$ cat src/sv/pph_ram.sv
`timescale 1ns / 1ps
// pph_ram: generic simple dual-port ram, one write and one registered read port
// no dependencies
module pph_ram #(
  parameter int WIDTH = 8,
  parameter int DEPTH = 16
) (
  input  logic                     clk_i,
  input  logic                     we_i,
  input  logic [$clog2(DEPTH)-1:0] waddr_i,
  input  logic [WIDTH-1:0]         wdata_i,
  input  logic [$clog2(DEPTH)-1:0] raddr_i,
  output logic [WIDTH-1:0]         rdata_o
);

  logic [WIDTH-1:0] mem_q [DEPTH];

  always_ff @(posedge clk_i) begin
    if (we_i) begin
      mem_q[waddr_i] <= wdata_i;
    end
    rdata_o <= mem_q[raddr_i];
  end

endmodule

$ cat config.mk
export PLATFORM = sky130hd
export DESIGN_NAME = pph_ram
export DESIGN_NICKNAME = d
export VERILOG_FILES = /design/src/sv/pph_ram.sv
export SDC_FILE = /design/constraint.sdc
export NUM_CORES = 1
export LEC_CHECK = 0
export BUFFER_PORTS_ARGS = -buffer_cell sky130_fd_sc_hd__buf_2
export CORE_MARGIN = 2
export CORE_UTILIZATION = 53
export DETAILED_ROUTE_END_ITERATION = 12
export PLACE_DENSITY = 0.73
export SLEW_MARGIN = 20
export SYNTH_ARGS = -nofsm -noshare
export SYNTH_HDL_FRONTEND = slang
export SYNTH_SLANG_ARGS = --single-unit
export TNS_END_PERCENT = 1
$ cat constraint.sdc
create_clock -name clk_i -period 5.05 [get_ports clk_i]
set_clock_uncertainty 0.05 [all_clocks]
set_input_delay 1.01 -clock clk_i [delete_from_list [all_inputs] [get_ports clk_i]]
set_output_delay 1.01 -clock clk_i [all_outputs]
set_load 0.02 [all_outputs]
==> reports/qor.txt <==
Run status -> completed
CP peak stage delay -> 650 ps
Post-synthesis async set-or-reset flop share -> 0%
Yosys warning total -> 0
Total clock buffers created by CTS -> 17
Port Buf Inserts -> 25
CP Class -> in2reg
Slew headroom -> 33.8%
Clock Power Share -> 45.1%
Global routing met1 resource utilization -> 29.6%
Crit path time final -> 2210 ps
Most repeated cell in the gate-level netlist after synthesis -> sky130_fd_sc_hd__edfxtp_1
PostCTS Resize Cnt -> 0
Area of the mapped netlist -> 5150 µm²
Most Used Layer, Global Route -> met2
Fraction of power spent switching nets -> 22.0%
Fraction of layout instances using a drive strength above 1 -> 28.7%
Synthesized netlist net count -> 247
Most instantiated cells after synthesis -> 128 x sky130_fd_sc_hd__edfxtp_1, 18 x sky130_fd_sc_hd__mux4_2, 16 x sky130_fd_sc_hd__a22oi_1, 14 x sky130_fd_sc_hd__mux4_1, 13 x sky130_fd_sc_hd__nor2_1
Biggest area contributors in the synthesized netlist -> sky130_fd_sc_hd__edfxtp_1 75%, sky130_fd_sc_hd__mux4_2 7.9%, sky130_fd_sc_hd__mux4_1 7.1%
Fmax achieved -> 453 MHz
Fillcell total -> 618
Library cell occupying the most area in the post-synthesis netlist -> sky130_fd_sc_hd__edfxtp_1
GR Util met3 -> 5.69%
Area taken by flip-flops and latches -> 4000 µm²
Count of final max-slew check failures -> 0
Cell chosen for the clock root -> sky130_fd_sc_hd__clkbuf_8
Total internal power -> 1.97 mW
Cells traversed along the worst timing path -> buf_2, or3b_2, nor2_1
Detailed Routing Iterations Pass 1 -> 4
Required time of the critical path -> 5140 ps
Fraction of synthesized cell area taken by the top area cell type -> 74.7%
Nets@finish -> 284
Worst-margin pin slew -> 989 ps
Floorplan die area -> 10500 µm²
Total number of clock tree sinks -> 136
Number of enable flip-flop cells after synthesis -> 128
Crit end category -> flip-flop
Cell with the largest stage delay on the worst path -> sky130_fd_sc_hd__nor2_1
Setup Buffers After CTS -> 0
Count of antenna-violating nets left after detailed routing -> 0
Sum of net half-perimeters after detailed placement -> 5.75 mm
Routed WL per cell -> 23.3 µm
Worst path arrival time -> 2290 ps
Via count -> 2401
Count of mapped cells out of synthesis -> 229
Met2 layer usage reported by global route -> 30.1%
Effective utilization at floorplan -> 55.2%
Hold buffer count at CTS -> 0
First-pass GRT wire length -> 14.5 mm
Count of final hold-check violations -> 0
Maximum resistive drop on vdd -> 0.175 mV
DIE WIDTH -> 103 µm
Number of unique standard cell types used by synthesis -> 19
Number of antenna violations at the first check in global routing -> 1
Clock transition at the registers of the reported paths -> 60 ps
Part of the power in combinational logic -> 4.6%
LEAKAGE -> 1.98 nW
Register bit total from synthesis -> 136
Max Root-Sink Buffers -> 2
Startpoint Class -> input pin
Number of endpoints failing setup at the final stage -> 0
DRC Markers -> 0
Worst hold-check slack -> 619 ps
Post-DR vias/cell -> 5.87
Initial drt markers -> 214
Mean Syn Cell Area -> 22.5 µm²
Maxcap violations -> 0
Power Dens Cells -> 425 nW/µm²
Std-Cell Rows -> 35
Largest net degree at the start of global routing -> 33
Highest fanout seen on the critical path -> 8
Fraction of the yosys area taken by sequential cells -> 77.8%
Wire length after detailed routing -> 9.54 mm
Worst-skew pair later-pin latency -> 510 ps
Switching Power -> 0.556 mW
CORE AREA -> 9330 µm²
Unrepaired setup endpoints after global routing -> false
H-Tree Level Count -> 4
Top-level port count -> 26
Remaining Overflow, GRT -> 0
Part of the power in registers -> 50.3%
Vias in the first global route -> 2434
CTS tree -> done
Part of the cycle the worst path needs -> 43.7%
Classification of the worst-slack hold path -> reg2reg
Footprint of the multi-input gates -> 1060 µm²
Setup_tns -> 0 ps
Die Span Y -> 103 µm
All-Layer GR Usage -> 20.4%
Layout overhead on the synthesized area -> 15.4%
Most frequently used flop master after synthesis -> sky130_fd_sc_hd__edfxtp_1
Final weighted congestion in routability-driven placement -> 0.723
==> cell type report <==
class,instances,area share (%)
Multi-Input combinational cell,83,17.9
Antenna cell,1,0.0421
Timing Repair Buffer,28,2.53
Clock buffer,17,6.97
Clock inverter,15,2.46
Sequential cell,136,67.4
Tap cell,129,2.72
==> flip-flops by register name (all words and copies together) (netlist names) <==
name	cells
rdata_o	8
mem_q	128
==> per-layer routing <==
metal / share of wire, % / vias to the layer above / routed length, µm
met5: 0 / - / 0
met4: 1.4 / 0 / 130
met3: 5.6 / 10 / 533
met2: 49 / 96 / 4640
met1: 44 / 1245 / 4230
li1: - / 1050 / -
==> power groups by stage <==
stage          clock network [mW]  logic (mW)  registers, mW
3_5_place_dp                    0       0.119           1.29
2_1_floorplan                   0      0.0641           1.30
3_3_place_gp                    0       0.115           1.29
5_1_grt                      1.19       0.128           1.27
4_1_cts                      1.15       0.119           1.27
6_report                     1.14       0.117           1.27
==> critical path: cells and delay by family <==
kind / cells / cell delay (ps)
buffers and inverters: 1 / 110
AND/OR/NAND/NOR: 2 / 1160
==> kinds of logic (layout without fill, tap and decap cells) <==
| group | Yosys count | in the layout | share of synthesized area, % |
|---|---|---|---|
| simple gates | 35 | 35 | 3.18 |
| compound gates | 16 | 16 | 2.33 |
| flops | 136 | 136 | 77.8 |
| other cells | 0 | 1 | 0 |
| buf+inv | 10 | 60 | 1.68 |
| mux | 32 | 32 | 15.0 |
==> layout by cell type, fill, tap and decap left out, types with 2 or more instances in the layout <==
cell type / synthesis / routed
sky130_fd_sc_hd__a22oi_1: 16 / 16
sky130_fd_sc_hd__buf_2: 3 / 24
sky130_fd_sc_hd__buf_4: 1 / 4
sky130_fd_sc_hd__clkbuf_16: 0 / 16
sky130_fd_sc_hd__clkinv_4: 0 / 4
sky130_fd_sc_hd__clkinvlp_4: 0 / 4
sky130_fd_sc_hd__dfxtp_1: 8 / 8
sky130_fd_sc_hd__edfxtp_1: 128 / 128
sky130_fd_sc_hd__inv_6: 0 / 4
sky130_fd_sc_hd__mux4_1: 14 / 14
sky130_fd_sc_hd__mux4_2: 18 / 18
sky130_fd_sc_hd__nand2_1: 9 / 9
sky130_fd_sc_hd__nand2b_1: 2 / 2
sky130_fd_sc_hd__nand3b_1: 2 / 2
sky130_fd_sc_hd__nor2_1: 13 / 13
sky130_fd_sc_hd__nor3_1: 4 / 3
==> per-stage QoR <==
stage / setup slack [ps] / cells / instance area, µm² / power [mW] / utilization (%)
floorplan: 2500 / 229 / 5150 / 1.36 / -
global placement: 1850 / 376 / 5370 / 1.41 / 57.6
detailed placement: 1970 / 376 / 5380 / 1.41 / 57.6
CTS: 2500 / 408 / 5940 / 2.54 / 63.6
global route: 2750 / 408 / 5940 / 2.59 / 63.7
finish: 2840 / 409 / 5940 / 2.53 / 63.7
==> final timing paths <==
check,cells past startpoint,from,endpoint,slack [ps]
min,3,mem_q[12][3]$_DFFE_PP_,rdata_o[3]$_DFF_P_,620
min reg2reg,3,mem_q[12][3]$_DFFE_PP_,rdata_o[3]$_DFF_P_,620
max reg2reg,3,mem_q[9][4]$_DFFE_PP_,rdata_o[4]$_DFF_P_,3620
max,3,waddr_i[2],mem_q[1][3]$_DFFE_PP_,2840
Power figures use the tool's default switching activity.
